File: src/rtl/cdte_pkg.sv
package cdte_pkg;

  // Field widths
  localparam int YEAR_W   = 15;
  localparam int MONTH_W  = 4;
  localparam int DAY_W    = 6;
  localparam int HOUR_W   = 5;
  localparam int MINUTE_W = 6;
  localparam int SECOND_W = 6;
  localparam int EPOCH_W  = 40;

  // Calendar constants
  localparam int CYCLE_YEARS        = 400;
  localparam int LEAPS_PER_CYCLE    = 97;
  localparam int LEAPS_BEFORE_EPOCH = 478;
  localparam int EPOCH_YEAR         = 1970;
  localparam int DAYS_PER_YEAR      = 365;
  localparam int SECONDS_PER_DAY    = 86400;

  // Bias that makes every 15-bit year non-negative (a whole number of cycles)
  localparam int CYCLE_BIAS = 42;
  localparam int YEAR_BIAS  = CYCLE_BIAS * CYCLE_YEARS;

  // Reciprocal of 400 in 2^-25 units, rounded down; the estimate is at most one low
  localparam int RECIP_SHIFT = 25;
  localparam int RECIP_400   = (1 << RECIP_SHIFT) / CYCLE_YEARS;

  // Days in the months before the month with index m (month minus one), common year
  function automatic logic [8:0] days_before_month(input logic [MONTH_W-1:0] m);
    logic [8:0] d;
    case (m)
      4'd0:    d = 9'd0;
      4'd1:    d = 9'd31;
      4'd2:    d = 9'd59;
      4'd3:    d = 9'd90;
      4'd4:    d = 9'd120;
      4'd5:    d = 9'd151;
      4'd6:    d = 9'd181;
      4'd7:    d = 9'd212;
      4'd8:    d = 9'd243;
      4'd9:    d = 9'd273;
      4'd10:   d = 9'd304;
      4'd11:   d = 9'd334;
      default: d = 9'd0;
    endcase
    return d;
  endfunction

endpackage

File: src/rtl/cdte_in_if.sv
interface cdte_in_if;
  import cdte_pkg::*;

  logic                       valid;
  logic                       ready;
  logic signed [YEAR_W-1:0]   year_value;
  logic [MONTH_W-1:0]         month_value;
  logic [DAY_W-1:0]           day_value;
  logic [HOUR_W-1:0]          hour_value;
  logic [MINUTE_W-1:0]        minute_value;
  logic [SECOND_W-1:0]        second_value;

  modport source (
    output valid, year_value, month_value, day_value, hour_value, minute_value,
           second_value,
    input  ready
  );

  modport sink (
    input  valid, year_value, month_value, day_value, hour_value, minute_value,
           second_value,
    output ready
  );
endinterface

File: src/rtl/cdte_out_if.sv
interface cdte_out_if;
  import cdte_pkg::*;

  logic                       valid;
  logic                       ready;
  logic signed [EPOCH_W-1:0]  epoch_seconds;
  logic                       time_valid;

  modport source (
    output valid, epoch_seconds, time_valid,
    input  ready
  );

  modport sink (
    input  valid, epoch_seconds, time_valid,
    output ready
  );
endinterface

File: src/rtl/civil_datetime_to_epoch_seconds_core.sv
// channel   | dir | payload                                          | handshake
// ----------+-----+--------------------------------------------------+-------------
// in_chan   | in  | year, month, day, hour, minute, second           | valid/ready
// out_chan  | out | epoch_seconds (40b signed), time_valid           | valid/ready
//
// Four register stages; an accepted beat passes through stages 1 to 4 and shows on out_chan from the stage 4 register.
// One beat enters per cycle while out_chan.ready is high; the 25x17 day-to-second
// multiply in the last stage and the reciprocal divide by 400 in the first set the depth.
// Each stage loads when it is empty or the stage after it moves, so bubbles close up
// and input keeps flowing while a result waits, until all four stages are full.
// rst_n (synchronous) clears only the stage valid bits; payload registers carry no reset.
module civil_datetime_to_epoch_seconds_core (
  input  logic       clk,
  input  logic       rst_n,
  cdte_in_if.sink    in_chan,
  cdte_out_if.source out_chan
);
  import cdte_pkg::*;

  // ---------------------------------------------------------------------------
  // Stage advance: a stage loads when empty or when its successor moves on
  // ---------------------------------------------------------------------------
  logic v1_r, v2_r, v3_r, v4_r;
  logic ld1, ld2, ld3, ld4;

  assign ld4 = !v4_r || out_chan.ready;
  assign ld3 = !v3_r || ld4;
  assign ld2 = !v2_r || ld3;
  assign ld1 = !v1_r || ld2;

  assign in_chan.ready = ld1;

  always_ff @(posedge clk) begin
    if (!rst_n) begin
      v1_r <= 1'b0;
      v2_r <= 1'b0;
      v3_r <= 1'b0;
      v4_r <= 1'b0;
    end else begin
      if (ld1) v1_r <= in_chan.valid;
      if (ld2) v2_r <= v1_r;
      if (ld3) v3_r <= v2_r;
      if (ld4) v4_r <= v3_r;
    end
  end

  // ---------------------------------------------------------------------------
  // Stage 1: range check, biased year, quotient estimate, hour*60+minute
  // ---------------------------------------------------------------------------
  logic signed [16:0] year_ext;
  logic signed [16:0] year_biased;
  logic [15:0]        ub_nxt;
  logic [32:0]        recip_prod;
  logic [6:0]         qest_nxt;
  logic signed [15:0] ydiff_nxt;
  logic [10:0]        hm_nxt;
  logic               tv1_nxt;

  logic [15:0]        ub_r;
  logic [6:0]         qest_r;
  logic signed [15:0] ydiff_r;
  logic [10:0]        hm_r;
  logic [SECOND_W-1:0] sec1_r;
  logic [MONTH_W-1:0] mon1_r;
  logic [DAY_W-1:0]   day1_r;
  logic               tv1_r;

  always_comb begin
    year_ext    = 17'(in_chan.year_value);
    year_biased = year_ext + 17'(YEAR_BIAS);
    ub_nxt      = year_biased[15:0];
    // floor(ub/400), possibly one low; fixed up in stage 2
    recip_prod  = 33'(ub_nxt) * 33'(RECIP_400);
    qest_nxt    = recip_prod[RECIP_SHIFT +: 7];
    ydiff_nxt   = 16'(year_ext - 17'(EPOCH_YEAR));
    hm_nxt      = 11'(in_chan.hour_value) * 11'd60 + 11'(in_chan.minute_value);
    tv1_nxt     = (in_chan.month_value inside {[4'd1:4'd12]}) &&
                  (in_chan.day_value inside {[6'd1:6'd31]}) &&
                  (in_chan.hour_value <= 5'd23) &&
                  (in_chan.minute_value <= 6'd59) &&
                  (in_chan.second_value <= 6'd60);
  end

  always_ff @(posedge clk) begin
    if (ld1) begin
      ub_r    <= ub_nxt;
      qest_r  <= qest_nxt;
      ydiff_r <= ydiff_nxt;
      hm_r    <= hm_nxt;
      sec1_r  <= in_chan.second_value;
      mon1_r  <= in_chan.month_value;
      day1_r  <= in_chan.day_value;
      tv1_r   <= tv1_nxt;
    end
  end

  // ---------------------------------------------------------------------------
  // Stage 2: exact cycle and year-in-cycle, whole-year days, seconds of day
  // ---------------------------------------------------------------------------
  logic [15:0]        rem_est;
  logic [6:0]         q_nxt;
  logic [8:0]         rem_nxt;
  logic signed [24:0] yd365_nxt;
  logic [16:0]        hms_nxt;

  logic [6:0]         q_r;
  logic [8:0]         rem_r;
  logic signed [24:0] yd365_r;
  logic [16:0]        hms2_r;
  logic [MONTH_W-1:0] mon2_r;
  logic [DAY_W-1:0]   day2_r;
  logic               tv2_r;

  always_comb begin
    rem_est = ub_r - 16'(qest_r) * 16'(CYCLE_YEARS);
    if (rem_est >= 16'(CYCLE_YEARS)) begin
      q_nxt   = qest_r + 7'd1;
      rem_nxt = 9'(rem_est - 16'(CYCLE_YEARS));
    end else begin
      q_nxt   = qest_r;
      rem_nxt = rem_est[8:0];
    end
    yd365_nxt = 25'(ydiff_r) * 25'sd365;
    hms_nxt   = 17'(hm_r) * 17'd60 + 17'(sec1_r);
  end

  always_ff @(posedge clk) begin
    if (ld2) begin
      q_r     <= q_nxt;
      rem_r   <= rem_nxt;
      yd365_r <= yd365_nxt;
      hms2_r  <= hms_nxt;
      mon2_r  <= mon1_r;
      day2_r  <= day1_r;
      tv2_r   <= tv1_r;
    end
  end

  // ---------------------------------------------------------------------------
  // Stage 3: leap rule and day count since the epoch
  // ---------------------------------------------------------------------------
  logic               leap;
  logic [1:0]         centuries;
  logic [6:0]         leaps;
  logic signed [7:0]  cyc;
  logic signed [24:0] days_nxt;
  logic [MONTH_W-1:0] mon_idx;

  logic signed [24:0] days_r;
  logic [16:0]        hms3_r;
  logic               tv3_r;

  always_comb begin
    // a year divisible by 100 leaps only at the start of the cycle
    leap = (rem_r[1:0] == 2'd0) && (rem_r != 9'd100) && (rem_r != 9'd200) &&
           (rem_r != 9'd300);
    if (rem_r >= 9'd300)      centuries = 2'd3;
    else if (rem_r >= 9'd200) centuries = 2'd2;
    else if (rem_r >= 9'd100) centuries = 2'd1;
    else                      centuries = 2'd0;
    // leap years in [cycle start, year)
    leaps    = 7'(!leap) + 7'(rem_r[8:2]) - 7'(centuries);
    cyc      = $signed({1'b0, q_r}) - 8'sd42;
    mon_idx  = mon2_r - 4'd1;
    days_nxt = yd365_r
             + 25'(cyc) * 25'sd97
             + $signed(25'(leaps))
             - 25'sd478
             + $signed(25'(days_before_month(mon_idx)))
             + $signed(25'(leap && (mon2_r > 4'd2)))
             + $signed(25'(day2_r))
             - 25'sd1;
  end

  always_ff @(posedge clk) begin
    if (ld3) begin
      days_r <= days_nxt;
      hms3_r <= hms2_r;
      tv3_r  <= tv2_r;
    end
  end

  // ---------------------------------------------------------------------------
  // Stage 4: scale days to seconds, add time of day, drop to zero when invalid
  // ---------------------------------------------------------------------------
  logic signed [41:0]        total;
  logic signed [EPOCH_W-1:0] epoch_nxt;

  logic signed [EPOCH_W-1:0] epoch_r;
  logic                      tv4_r;

  always_comb begin
    total     = 42'(days_r) * 42'sd86400 + $signed(42'(hms3_r));
    epoch_nxt = tv3_r ? total[EPOCH_W-1:0] : '0;
  end

  always_ff @(posedge clk) begin
    if (ld4) begin
      epoch_r <= epoch_nxt;
      tv4_r   <= tv3_r;
    end
  end

  assign out_chan.valid         = v4_r;
  assign out_chan.epoch_seconds = epoch_r;
  assign out_chan.time_valid    = tv4_r;

  // ---------------------------------------------------------------------------
  // Assertions
  // ---------------------------------------------------------------------------
  a_invalid_zero: assert property (@(posedge clk) disable iff (!rst_n)
    (out_chan.valid && !out_chan.time_valid) |-> (out_chan.epoch_seconds == '0))
    else $error("invalid result carries nonzero seconds");

  a_accept_enters: assert property (@(posedge clk) disable iff (!rst_n)
    (in_chan.valid && in_chan.ready) |=> v1_r)
    else $error("accepted beat did not enter stage 1");

  a_full_blocks: assert property (@(posedge clk) disable iff (!rst_n)
    (v1_r && v2_r && v3_r && v4_r && !out_chan.ready) |-> !in_chan.ready)
    else $error("full stalled pipeline still takes input");

  a_rem_range: assert property (@(posedge clk) disable iff (!rst_n)
    v2_r |-> (rem_r < 9'd400))
    else $error("year-in-cycle out of range");

endmodule

File: src/flat_wrapper.sv
// flat-port wrapper written by rule: the top's interface ports become plain ports
module civil_datetime_to_epoch_seconds_core_flat import cdte_pkg::*;
  (clk, rst_n, in_chan_valid, in_chan_year_value, in_chan_month_value, in_chan_day_value, in_chan_hour_value, in_chan_minute_value, in_chan_second_value, in_chan_ready, out_chan_valid, out_chan_epoch_seconds, out_chan_time_valid, out_chan_ready);
  cdte_in_if in_chan_i ();
  cdte_out_if out_chan_i ();
  input  logic clk;
  input  logic rst_n;
  input wire logic [$bits(in_chan_i.valid)-1:0] in_chan_valid;
  input wire logic [$bits(in_chan_i.year_value)-1:0] in_chan_year_value;
  input wire logic [$bits(in_chan_i.month_value)-1:0] in_chan_month_value;
  input wire logic [$bits(in_chan_i.day_value)-1:0] in_chan_day_value;
  input wire logic [$bits(in_chan_i.hour_value)-1:0] in_chan_hour_value;
  input wire logic [$bits(in_chan_i.minute_value)-1:0] in_chan_minute_value;
  input wire logic [$bits(in_chan_i.second_value)-1:0] in_chan_second_value;
  output wire logic [$bits(in_chan_i.ready)-1:0] in_chan_ready;
  output wire logic [$bits(out_chan_i.valid)-1:0] out_chan_valid;
  output wire logic [$bits(out_chan_i.epoch_seconds)-1:0] out_chan_epoch_seconds;
  output wire logic [$bits(out_chan_i.time_valid)-1:0] out_chan_time_valid;
  input wire logic [$bits(out_chan_i.ready)-1:0] out_chan_ready;
  assign in_chan_i.valid = in_chan_valid;
  assign in_chan_i.year_value = in_chan_year_value;
  assign in_chan_i.month_value = in_chan_month_value;
  assign in_chan_i.day_value = in_chan_day_value;
  assign in_chan_i.hour_value = in_chan_hour_value;
  assign in_chan_i.minute_value = in_chan_minute_value;
  assign in_chan_i.second_value = in_chan_second_value;
  assign in_chan_ready = in_chan_i.ready;
  assign out_chan_valid = out_chan_i.valid;
  assign out_chan_epoch_seconds = out_chan_i.epoch_seconds;
  assign out_chan_time_valid = out_chan_i.time_valid;
  assign out_chan_i.ready = out_chan_ready;
  civil_datetime_to_epoch_seconds_core u_core (.clk(clk), .rst_n(rst_n), .in_chan(in_chan_i), .out_chan(out_chan_i));
endmodule
File: config.mk
export PLATFORM = sky130hd
export DESIGN_NAME = civil_datetime_to_epoch_seconds_core_flat
export DESIGN_NICKNAME = d
export VERILOG_FILES = /design/src/rtl/cdte_pkg.sv /design/src/rtl/cdte_in_if.sv /design/src/rtl/cdte_out_if.sv /design/src/rtl/civil_datetime_to_epoch_seconds_core.sv /design/src/flat_wrapper.sv
export SDC_FILE = /design/constraint.sdc
export NUM_CORES = 1
export LEC_CHECK = 0
export ABC_AREA = 0
export ABC_CLOCK_PERIOD_IN_PS = 8650
export BUFFER_PORTS_ARGS = -buffer_cell sky130_fd_sc_hd__buf_2
export CORE_ASPECT_RATIO = 1.1
export CORE_MARGIN = 5
export CORE_UTILIZATION = 55
export DETAILED_ROUTE_END_ITERATION = 8
export PLACE_DENSITY = 0.69
export SETUP_SLACK_MARGIN = 0.4
export SLEW_MARGIN = 20
export SYNTH_ARGS = -nofsm -noshare
export SYNTH_HDL_FRONTEND = slang
export SYNTH_SLANG_ARGS = --single-unit
File: constraint.sdc
create_clock -name clk -period 8.65 [get_ports clk]
set_input_delay 0.4325 -clock clk [delete_from_list [all_inputs] [get_ports clk]]
set_output_delay 0.4325 -clock clk [all_outputs]
set_load 0.005 [all_outputs]
== After elaboration in Yosys (flattened, before gate mapping) ==
Memory sizes are Yosys's and may differ from the RTL's.
Cells that the tools add are included.
Storage, ports and cells
  flip-flop bits (word level): 224
  bits in read-only memories: 144
  output and inout bits: 43
  memories: 1
Cells by class
  $add $sub $neg: 19
  multipliers: 7
  magnitude comparators: 12
  equal/unequal tests: 3
  muxes and demuxes: 5
  reduce and logical (&&, ||, !) cells: 20
Memories
  (name not given): depth 16, width 9, rd ports 1, clocked after Yosys merged registers in 0, wr ports 0, line cdte_pkg.sv:31  | case (m)
Operators by type and width (number)
  $add A40 B18 Y40: 1
  $mul A25 B11 Y33 const B: 1
  $mul A16 B16 Y31 const B: 1
  $add A25 B10 Y25: 1
  $add A25 B2 Y25: 1
  $add A25 B25 Y25: 1
  $add A25 B7 Y25: 1
  $add A25 B8 Y25: 1
  $mul A16 B10 Y25 const B: 1
  $sub A25 B10 Y25 const B: 1
  $sub A25 B2 Y25 const B: 1
  $add A17 B6 Y17: 1
  $add A15 B16 Y16 const B: 1
  $ge A16 B9 Y1 const B: 1
  $mul A8 B8 Y16 const B: 1
  $sub A15 B12 Y16 const B: 1
  $sub A16 B16 Y16: 1
  $mul A11 B4 Y15 const B: 1
  $le A6 B6 Y1 const B: 2
  $mul A7 B5 Y12 const B: 1
  $add A11 B6 Y11: 1
  $logic_and A1 B1 Y1: 10
  $ge A9 B7 Y1 const B: 1
  $ge A9 B8 Y1 const B: 1
  other kinds (24): 32

== Logic depth before layout (Yosys ltp) ==
Gate-level depths: netlist of run 1.
  depth after elaboration: 13
  depth in mapped cells: 35
  gate-level depth less buffers: 35

== Least setup slack after synthesis of run 1 ==
Ideal clock, no wire load.
  path type: register -> register
  start: register u_core.q_r[1]
  end: register u_core.days_r[24], data pin
  arrival time: 6.527 ns
  slack: 1.863 ns
  cell stages (with the launch flop): 33
  buffers on the path: 1
  clock period less this slack: 6.787 ns
  cell sequence: edfxtp_1 > inv_1 > ha_1 > nor2b_1 > o21ai_0 > nand2b_1 > clkbuf_1 > inv_1 > ha_1 > ha_1 > ha_1 > inv_1 > fa_1 > inv_1 > a21oi_1 > o21bai_1 > a21oi_1 > o21bai_1 > o21a_1 > nor3_1 > a21oi_1 > ha_1 > inv_1 > ha_1 > ha_1 > ha_1 > and3_1 > a211oi_1 > nor3b_1 > nand3_1 > a31o_2 > a21oi_1 > xnor2_1
Between the ends
  word-level cells in the longest chain between the ends: 9
RTL lines
  start: declaration: line civil_datetime_to_epoch_seconds_core.sv:106  | logic [6:0] q_r;
  start signal: assignment: line civil_datetime_to_epoch_seconds_core.sv:129  | q_r <= q_nxt;
  $sub A7 B6 Y8: line civil_datetime_to_epoch_seconds_core.sv:163  | cyc = $signed({1'b0, q_r}) - 8'sd42;
  $mul A8 B8 Y16: line civil_datetime_to_epoch_seconds_core.sv:166  | + 25'(cyc) * 25'sd97
  $add A25 B25 Y25: line civil_datetime_to_epoch_seconds_core.sv:166
  $add A25 B8 Y25: line civil_datetime_to_epoch_seconds_core.sv:167  | + $signed(25'(leaps))
  $sub A25 B10 Y25: line civil_datetime_to_epoch_seconds_core.sv:168  | - 25'sd478
  $add A25 B10 Y25: line civil_datetime_to_epoch_seconds_core.sv:169  | + $signed(25'(days_before_month(mon_idx)))
  $add A25 B2 Y25: line civil_datetime_to_epoch_seconds_core.sv:170  | + $signed(25'(leap && (mon2_r > 4'd2)))
  $add A25 B7 Y25: line civil_datetime_to_epoch_seconds_core.sv:171  | + $signed(25'(day2_r))
  $sub A25 B2 Y25: line civil_datetime_to_epoch_seconds_core.sv:172  | - 25'sd1;
  named net u_core.days_nxt[24]: line civil_datetime_to_epoch_seconds_core.sv:146  | logic signed [24:0] days_nxt;
  end signal: assignment: line civil_datetime_to_epoch_seconds_core.sv:177  | days_r <= days_nxt;
  end: declaration: line civil_datetime_to_epoch_seconds_core.sv:149  | logic signed [24:0] days_r;
The timed path passes the listed nets, and every way through them passes these cells.
A chain may end at the register's enable or synchronous reset.

== Worst setup path after layout of run 1 ==
Same ends and word-level chain as after synthesis.

==> metrics, run 1 <==
Routed Antenna Nets=0; vias in the first global route=roughly 19000; initial antenna violation count=0; final hold violation count=0; Max Clock Freq=133 MHz; Clock Sinks=222; CP Max Fanout=10; Clock Skew=0.0259 ns; maximum clock path buffer count=3; Top Ports=89; CTS tree=done; EDFF count, synth=between 200 and 250; Mapped Area=27600 um2; via count=about 18000; Post-Route WL=~52000 um; hold_buf cts=2; sequential area share after synthesis=0.240; die area=roughly 55000 um2; worst rel slew slack=0.325; max cap viols=0; Max stage delay cell, worst path=a21oi_1; crit share post-route=0.869; status=complete, no violations; Max stage delay on crit path=around 0.7 ns; cts bufs inserted=27; Slew @ Worst Pin=around 1.0 ns; Syn Nets=3474; largest net degree at the start of global routing=68; commonest cells after routing, fill and taps aside=inv_1, ha_1, fa_1; CTS resizes=0; Worst Setup Path Type=reg2reg; H-Tree Level Count=1; DRC Markers=0; Area growth syn-to-layout=7.63%; crit path launch type=flip-flop; Final Max Tran Viols=0; Crit path required time=8.96 ns; Final nets=about 3600; layout cells sized above 1=0.0670; postcts setup bufs=0; GRT overflow=0; row count=between 80 and 90; family with the most delay on the worst path=adder cells; Synth warnings=0; die width=about 220 um; GPL Wtd Cong=between 0.9 and 1; Mapped Avg Cell Area=between 10 and 15 um2; Yosys cell types=88; vias per inst=5.32; CTS root buffer=clkbuf_16; Diodes inserted=0; DIE HEIGHT=about 250 um; first-pass GRT wire length=about 89000 um; reg-to-reg startpoint=u_core.q_r[1]; Syn Inst Count=around 2600; Hold Path Class=in2reg; commonest non-fill, non-tap cell in the layout=inv_1; gr usage total=0.193; worst hold slack=~0.046 ns; Post-synth top flop=edfxtp_1; DR pass1 iterations=5; crit path DAT=about 8 ns; Buf+Inv Stages, Crit Path=6; CP Launch Point=u_core.q_r[1]; number of buffers inserted by port buffering=between 80 and 90; crit end category=flip-flop; post-synthesis register bit count=between 200 and 250; clk_lat worst skew=0.57 ns; DP HPWL=44600 um; DR WL/cell=approximately 15 um; crit path time final=7.51 ns; asr flop ratio synth=0; RSZ-0062 raised after global routing=false; core area=49900 um2; Iter 0 DRT Violations=between 600 and 700; Min-Delay Startpoint=in_chan_second_value[1]; endpoints failing setup=0; Initial Util=0.554; most frequent CP cell=ha_1; clock slew at reported path FFs=0.06 ns; Final TNS setup=0 ns
[cells by family (layout without fill, tap and decap cells)]
group	Yosys count	count (layout)	synth area share
xor+xnor	200	200	0.0634
compound gates	351	351	0.0819
simple gates	397	397	0.0769
mux	8	8	0.00294
fa+ha+maj	834	834	0.454
buf+inv	582	705	0.0808
flops	222	222	0.240
[Yosys cell counts, drive strengths merged (7+ instances only)]
cell      n  area share
or2       8      0.0018
nand4    18      0.0052
nand2b   10      0.0023
nand3b    8      0.0022
fa      283        0.20
nand2    70      0.0095
mux2i     7      0.0025
xor2     72       0.023
inv     556       0.075
ha      551        0.25
a21oi   112       0.021
a31oi    20      0.0048
and3     23      0.0053
nand3    26      0.0047
xnor2   128       0.041
o211ai    7      0.0021
and2     18      0.0042
nor3     31      0.0056
nor2b    27      0.0061
o21bai   21      0.0057
o21ai    69       0.013
or3      20      0.0047
o21a     20      0.0054
nor2    106       0.014
edfxtp  218        0.24
clkbuf   21      0.0038
a21o     42       0.011
[per-layer routing]
metal | wire length, um | track usage
met5 | 0 | 0
met4 | 1610 | 0.0582
met3 | 1320 | 0.0157
met2 | 28000 | 0.376
met1 | 21000 | 0.225
[through the flow]
step / utilization / area, um2 / instances / setup slack, ns
after global placement: 0.578 / 28900 / 3326 / 1.21
after CTS: 0.596 / 29800 / 3377 / 1.05
after floorplan: - / 27600 / 2594 / 1.86
after global routing: 0.596 / 29800 / 3377 / 0.469
final: 0.596 / 29800 / 3377 / 1.14
after detailed placement: 0.578 / 28900 / 3326 / 0.996
[final timing paths]
path / endpoint / slack [ns] / depth (start not counted)
worst min register to register: u_core.hms3_r[12] / 0.42 / 0
worst max-delay path: u_core.days_r[24] / 1.14 / 31
worst min-delay path: u_core.sec1_r[1] / 0.05 / 1
worst max register to register: u_core.days_r[24] / 1.14 / 31
[sequential cells by signal, indices dropped and copies added, names as in the netlist, 4 cells and up]
register / count
u_core.day1_r: 6
u_core.day2_r: 6
u_core.days_r: 25
u_core.hm_r: 11
u_core.hms2_r: 17
u_core.hms3_r: 17
u_core.mon1_r: 4
u_core.mon2_r: 4
u_core.out_chan.epoch_seconds: 40
u_core.q_r: 7
u_core.qest_r: 7
u_core.rem_r: 8
u_core.sec1_r: 6
u_core.ub_r: 15
u_core.yd365_r: 25
u_core.ydiff_r: 16
[layout make-up]
| type | count | area, um2 |
|---|---|---|
| clock inverters | 17 | 170 |
| inverters | 556 | 2090 |
| flip-flops and latches | 222 | 6630 |
| fillers | 4179 | 20200 |
| repair buffers | 100 | 536 |
| well taps | 660 | 826 |
| multi-input cells | 1790 | 18800 |
| clock buffers | 32 | 714 |
Power of run 1 is left out: the tool's default activity adds up to more than one toggle a clock period on the data nets, which glitch-free logic cannot reach.
==> run 2: changes to the inputs <==
CELL_PAD_IN_SITES_DETAIL_PLACEMENT = 0   (was not set)
CELL_PAD_IN_SITES_GLOBAL_PLACEMENT = 1   (was not set)
CORE_UTILIZATION = 52   (was 55)
PLACE_DENSITY = 0.79   (was 0.69)
==> run 2 against run 1 <==
Worst setup slack improved by 0.071 ns. Largest cell class unchanged. Fmax grew 0.95%. Clock skew grew 0.0083 ns. Hold slack improved by 0.0031 ns. Sequential cell count stayed put. Cell count grew 0.53%. Non-clock buffer count increased by 2. Clock-buffer cell count unchanged. Sequential share of layout area about the same.
==> metrics, run 2 (same netlist as run 1, synthesis figures left out) <==
status=complete, no violations (unchanged); DR WL/cell=15.3 um (was 15.4 um); Top Ports=89 (unchanged); vias in the first global route=18657 (was 19087); Iter 0 DRT Violations=640 (was 694); CP Launch Point=u_core.q_r[1] (unchanged); reg-to-reg startpoint=u_core.q_r[1] (unchanged); most frequent CP cell=ha_1 (unchanged); initial antenna violation count=0 (unchanged); gr usage total=0.184 (was 0.193); Final nets=3579 (was 3577); Post-Route WL=52100 um (was 52000 um); commonest cells after routing, fill and taps aside=inv_1, ha_1, fa_1 (unchanged); crit path time final=7.44 ns (was 7.51 ns); grt met3 use=0.0165 (was 0.0157); DIE HEIGHT=252 um (was 245 um); Clock Skew=0.0342 ns (was 0.0259 ns); maximum clock path buffer count=3 (unchanged); worst rel slew slack=0.350 (was 0.325); FF-to-FF path depth=32 (was 31); CTS resizes=0 (unchanged); GR peak layer=met2 (unchanged); DRC Markers=0 (unchanged); largest net degree at the start of global routing=68 (unchanged); Place WS=1.06 ns (was 0.996 ns); GRT overflow=0 (unchanged); Max Clock Freq=134 MHz (was 133 MHz); Min-Delay Startpoint=in_chan_second_value[0] (was in_chan_second_value[1]); max cap viols=0 (unchanged); Final TNS setup=0 ns (unchanged); Max stage delay cell, worst path=fa_1 (was a21oi_1); core area=52500 um2 (was 49900 um2); Hold Path Sink=u_core.sec1_r[0] (was u_core.sec1_r[1]); Diodes inserted=0 (unchanged); Post-Route Utilization=0.568 (was 0.596); Worst Setup Path Type=reg2reg (unchanged); final worst slack=1.21 ns (was 1.14 ns); vias per inst=5.15 (was 5.32); die area=57900 um2 (was 54900 um2); met2 usage=0.358 (was 0.376); Hold Crit Depth=1 (unchanged); Crit path required time=8.95 ns (was 8.96 ns); Initial Util=0.526 (was 0.554); cts bufs inserted=27 (unchanged); crit path DAT=7.74 ns (was 7.82 ns); RSZ-0062 raised after global routing=false (unchanged); placed cells=3343 (was 3326); layout cells sized above 1=0.0673 (was 0.0670); clock slew at reported path FFs=0.06 ns (about the same); H-Tree Level Count=1 (unchanged); R2R Setup Slk=1.21 ns (was 1.14 ns); row count=88 (was 86); Max stage delay on crit path=0.49 ns (was 0.70 ns); DP HPWL=45300 um (was 44600 um); Slew @ Worst Pin=0.968 ns (was 1.01 ns); Crit Reg-Reg Endpoint=u_core.days_r[24] (unchanged); crit end category=flip-flop (unchanged); Final Non-Filler Cells=3395 (was 3377); final hold violation count=0 (unchanged); Area growth syn-to-layout=7.84% (was 7.63%); CTS tree=done (unchanged); fillers=4476 (was 4179); clk_lat worst skew=0.57 ns (about the same); first-pass GRT wire length=88900 um (was 89100 um); Clock Sinks=222 (unchanged); crit path launch type=flip-flop (unchanged); GPL Wtd Cong=0.902 (was 0.924); endpoints failing setup=0 (unchanged); DR pass1 iterations=4 (was 5); hold_buf cts=2 (unchanged); Hold Path Class=in2reg (unchanged); Final Max Tran Viols=0 (unchanged); grt met1 use=0.213 (was 0.225); die width=230 um (was 224 um); CTS root buffer=clkbuf_16 (unchanged); commonest non-fill, non-tap cell in the layout=inv_1 (unchanged); CP Max Fanout=10 (unchanged); Routed Antenna Nets=0 (unchanged); postcts setup bufs=0 (unchanged); number of buffers inserted by port buffering=88 (unchanged); max reg flops=40 (unchanged); via count=17480 (was 17959); crit share post-route=0.861 (was 0.869)
-- run 2: layout make-up --
| cell class | instances | area, um2 | area share |
|---|---|---|---|
| inverters | 556 | 2090 | 0.0700 |
| flip-flops and latches | 222 | 6630 | 0.222 |
| clock buffers | 32 | 714 | 0.0240 |
| repair buffers | 102 | 551 | 0.0185 |
| clock inverters | 18 | 194 | 0.00651 |
| multi-input cells | 1790 | 18800 | 0.630 |
| well taps | 675 | 845 | 0.0283 |
-- run 2: worst max path at each step --
stage | slack (ns) | cells after the start | end
6_report | 1.21 | 32 | u_core.days_r[24]
3_3_place_gp | 1.19 | 26 | u_core.qest_r[6]
4_1_cts | 1.11 | 32 | u_core.days_r[24]
3_5_place_dp | 1.06 | 26 | u_core.qest_r[6]
5_1_grt | 0.68 | 32 | u_core.days_r[24]
2_1_floorplan | 1.86 | 32 | u_core.days_r[24]
-- run 2: critical path, delay by kind of cell, from the launching register on --
kind,cells,cell delay (ns)
xor gates and xnor gates,2,0.43
DFF,1,0.39
and+or+nand+nor,4,0.78
buffers and inverters,7,0.63
AOI/OAI and AO/OA,9,1.71
adders and majority gates,10,3.22
-- run 2: metrics by stage --
stage | hold slack, ns | area (um2)
6_report | 0.0493 | 29800
3_5_place_dp | 0.405 | 28900
3_3_place_gp | 0.402 | 28900
4_1_cts | 0.000839 | 29800
2_1_floorplan | 0.400 | 27600
5_1_grt | 0.0191 | 29800
-- run 2: layer usage --
layer / vias up / share of wire
met1: 8329 / 0.41
met3: 86 / 0.022
met2: 172 / 0.54
met4: 0 / 0.031
li1: 8893 / -
met5: - / 0
Power of run 2 is left out for the same reason.
==> run 3: changes to the inputs <==
ABC_AREA = 1   (was 0)
CORE_UTILIZATION = 51   (was 52)
PLACE_DENSITY = 0.8   (was 0.79)
==> run 3 against run 2 <==
Clock skew rose by 0.0056 ns. Synthesized area increased by 7.2%. Hold slack got worse by 0.0032 ns. Final area up 7.2%. Worst setup slack better by 0.55 ns. Clock-buffer cell count decreased by 1. Cell count is 23% higher. Sequential cell count unchanged. Die area increased by 8.9%. Fmax is 7.9% higher. Global-route usage rose by 2.8 points. Synthesized cell count is 27% higher.
==> metrics, run 3 <==
Iter 0 DRT Violations=962 (was 640); commonest non-fill, non-tap cell in the layout=inv_1 (unchanged); initial antenna violation count=0 (unchanged); RSZ-0062 raised after global routing=false (unchanged); CTS tree=done (unchanged); CP Max Fanout=10 (unchanged); GRT overflow=0 (unchanged); fillers=5298 (was 4476); GPL Wtd Cong=0.908 (was 0.902); simple-gate portion of the synthesized area=0.146 (was 0.0769); die width=240 um (was 230 um); final hold violation count=0 (unchanged); sequential area share after synthesis=0.224 (was 0.240); Routed Antenna Nets=0 (unchanged); top-area cell type share of the netlist area=0.233 (was 0.249); DR WL/cell=15.9 um (was 15.3 um); fraction of the mapped netlist area in adder cells=0.424 (was 0.454); Clock Sinks=222 (unchanged); status=complete, no violations (unchanged); Final nets=4300 (was 3579); Yosys cell types=51 (was 88); crit end category=flip-flop (unchanged); Final TNS setup=0 ns (unchanged); met2 usage=0.400 (was 0.358); area fraction in compound gates after synthesis=0.0605 (was 0.0819); commonest cells after routing, fill and taps aside=inv_1, ha_1, nand2_1 (was inv_1, ha_1, fa_1); mux share of post-synthesis cell area=0 (was 0.00294); core area=57400 um2 (was 52500 um2); cts bufs inserted=26 (was 27); postcts setup bufs=0 (unchanged); post-synth top area cell=ha_1 (unchanged); Mapped Avg Cell Area=8.98 um2 (was 10.7 um2); Mapped Area=29600 um2 (was 27600 um2); crit path time final=6.90 ns (was 7.44 ns); Final Max Tran Viols=0 (unchanged); vias per inst=5.09 (was 5.15); vias in the first global route=21915 (was 18657); Post-synth top cells=inv_1, ha_1, nand2_1 (was inv_1, ha_1, fa_1); Clock Skew=0.0399 ns (was 0.0342 ns); Syn Nets=4179 (was 3474); Synth area leaders=ha_1, edfxtp_1, fa_1, inv_1, nand2_1 (was ha_1, edfxtp_1, fa_1, inv_1, xnor2_1); DR pass1 iterations=5 (was 4); Worst Setup Path Type=reg2reg (unchanged); largest net degree at the start of global routing=69 (was 68); area of the multi-input gates=20100 um2 (was 18800 um2); clk_lat worst skew=0.58 ns (was 0.57 ns); CTS resizes=0 (unchanged); max reg flops=40 (unchanged); Initial Util=0.516 (was 0.526); EDFF count, synth=218 (unchanged); DP HPWL=58400 um (was 45300 um); H-Tree Level Count=1 (unchanged); GR peak layer=met2 (unchanged); die area=63000 um2 (was 57900 um2); layout cells sized above 1=0.0666 (was 0.0673); crit share post-route=0.797 (was 0.861); Max stage delay on crit path=0.50 ns (was 0.49 ns); Post-synth top flop=edfxtp_1 (unchanged); crit path DAT=7.20 ns (was 7.74 ns); max cap viols=0 (unchanged); Synth Area in XOR/XNOR=0.0458 (was 0.0634); most frequent CP cell=ha_1 (unchanged); Top Ports=89 (unchanged); Area growth syn-to-layout=7.85% (was 7.84%); asr flop ratio synth=0 (unchanged); Diodes inserted=0 (unchanged); number of buffers inserted by port buffering=88 (unchanged); gr usage total=0.211 (was 0.184); CTS root buffer=clkbuf_16 (unchanged); Syn Inst Count=3299 (was 2594); register area=6630 um2 (unchanged); worst rel slew slack=0.374 (was 0.350); row count=92 (was 88); first-pass GRT wire length=109000 um (was 88900 um); grt met1 use=0.255 (was 0.213); Slew @ Worst Pin=0.939 ns (was 0.968 ns); Crit path required time=8.95 ns (about the same); Post-Route WL=66500 um (was 52100 um); largest family of logic cells by synthesized area=adder cells (unchanged); post-synthesis register bit count=222 (unchanged); DRC Markers=0 (unchanged); DIE HEIGHT=263 um (was 252 um); crit path launch type=flip-flop (unchanged); grt met3 use=0.0162 (was 0.0165); via count=21346 (was 17480); Synth warnings=0 (unchanged); Max stage delay cell, worst path=fa_1 (unchanged); Hold Path Class=in2reg (unchanged); endpoints failing setup=0 (unchanged); top-count cell post-synth=inv_1 (unchanged); maximum clock path buffer count=3 (unchanged); Max Clock Freq=145 MHz (was 134 MHz); clock slew at reported path FFs=0.06 ns (about the same)
## run 3: cell count changes after synthesis, moves of 27 or more
cell     before  now
nand2_1      70  525
inv_1       556  766
nand3_1      26  122
xnor2_1     128   53
nor2_1      106  165
a21oi_1     110  164
xor2_1       72  102
nand2_2       0   27
nor2b_1      27    0
## run 3: worst paths after layout
kind,from,to,slack (ns),depth (start not counted)
max,u_core.q_r[1],u_core.days_r[23],1.75,34
min,in_chan_second_value[1],u_core.sec1_r[1],0.05,1
max reg2reg,u_core.q_r[1],u_core.days_r[23],1.75,34
min reg2reg,u_core.mon1_r[1],u_core.mon2_r[1],0.42,0
## run 3: layer usage
metal / wire (um) / vias up / share of wire
met1: 27300 / 10135 / 0.41
li1: - / 10811 / -
met2: 35500 / 296 / 0.53
met4: 2070 / 0 / 0.031
met3: 1650 / 104 / 0.025
met5: 0 / - / 0
## run 3: per-stage QoR
| stage | util | instances | hold WS [ns] | instance area, um2 | worst slack (ns) |
|---|---|---|---|---|---|
| floorplan | - | 3299 | 0.400 | 29600 | 1.91 |
| global placement | 0.541 | 4139 | 0.400 | 31100 | 1.91 |
| detailed placement | 0.541 | 4139 | 0.405 | 31100 | 1.68 |
| CTS | 0.556 | 4191 | 0.00242 | 31900 | 1.62 |
| global route | 0.557 | 4192 | 0.00853 | 32000 | 1.07 |
| finish | 0.557 | 4192 | 0.0462 | 32000 | 1.75 |
## run 3: worst max-delay path: cells and delay by family, from the launching register on
| family | cells | cell delay, ns |
|---|---|---|
| and+or+nand+nor | 11 | 1.46 |
| DFF | 1 | 0.38 |
| adders and majority gates | 10 | 3.16 |
| xor gates and xnor gates | 2 | 0.21 |
| AOI/OAI and AO/OA | 5 | 0.86 |
| buffers and inverters | 6 | 0.54 |
## run 3: cells by family after synthesis
family / count (synthesis)
DFF: 222
adders and majority gates: 834
AOI/OAI and AO/OA: 320
xor gates and xnor gates: 155
and+or+nand+nor: 979
buffers and inverters: 789
## run 3: final cells by class
class | instances | area share
clock buffers | 31 | 0.0209
clock inverters | 17 | 0.00560
inverters | 783 | 0.0919
multi-input cells | 2288 | 0.627
flip-flops and latches | 222 | 0.207
well taps | 752 | 0.0294
repair buffers | 99 | 0.0173
## run 3: repair_timing
action / in CTS / in global routing
hold buffers: 4 / 0
hold endpoints to repair: 4 / 0
setup endpoints to repair: 0 / 0
Power of run 3 is left out for the same reason.
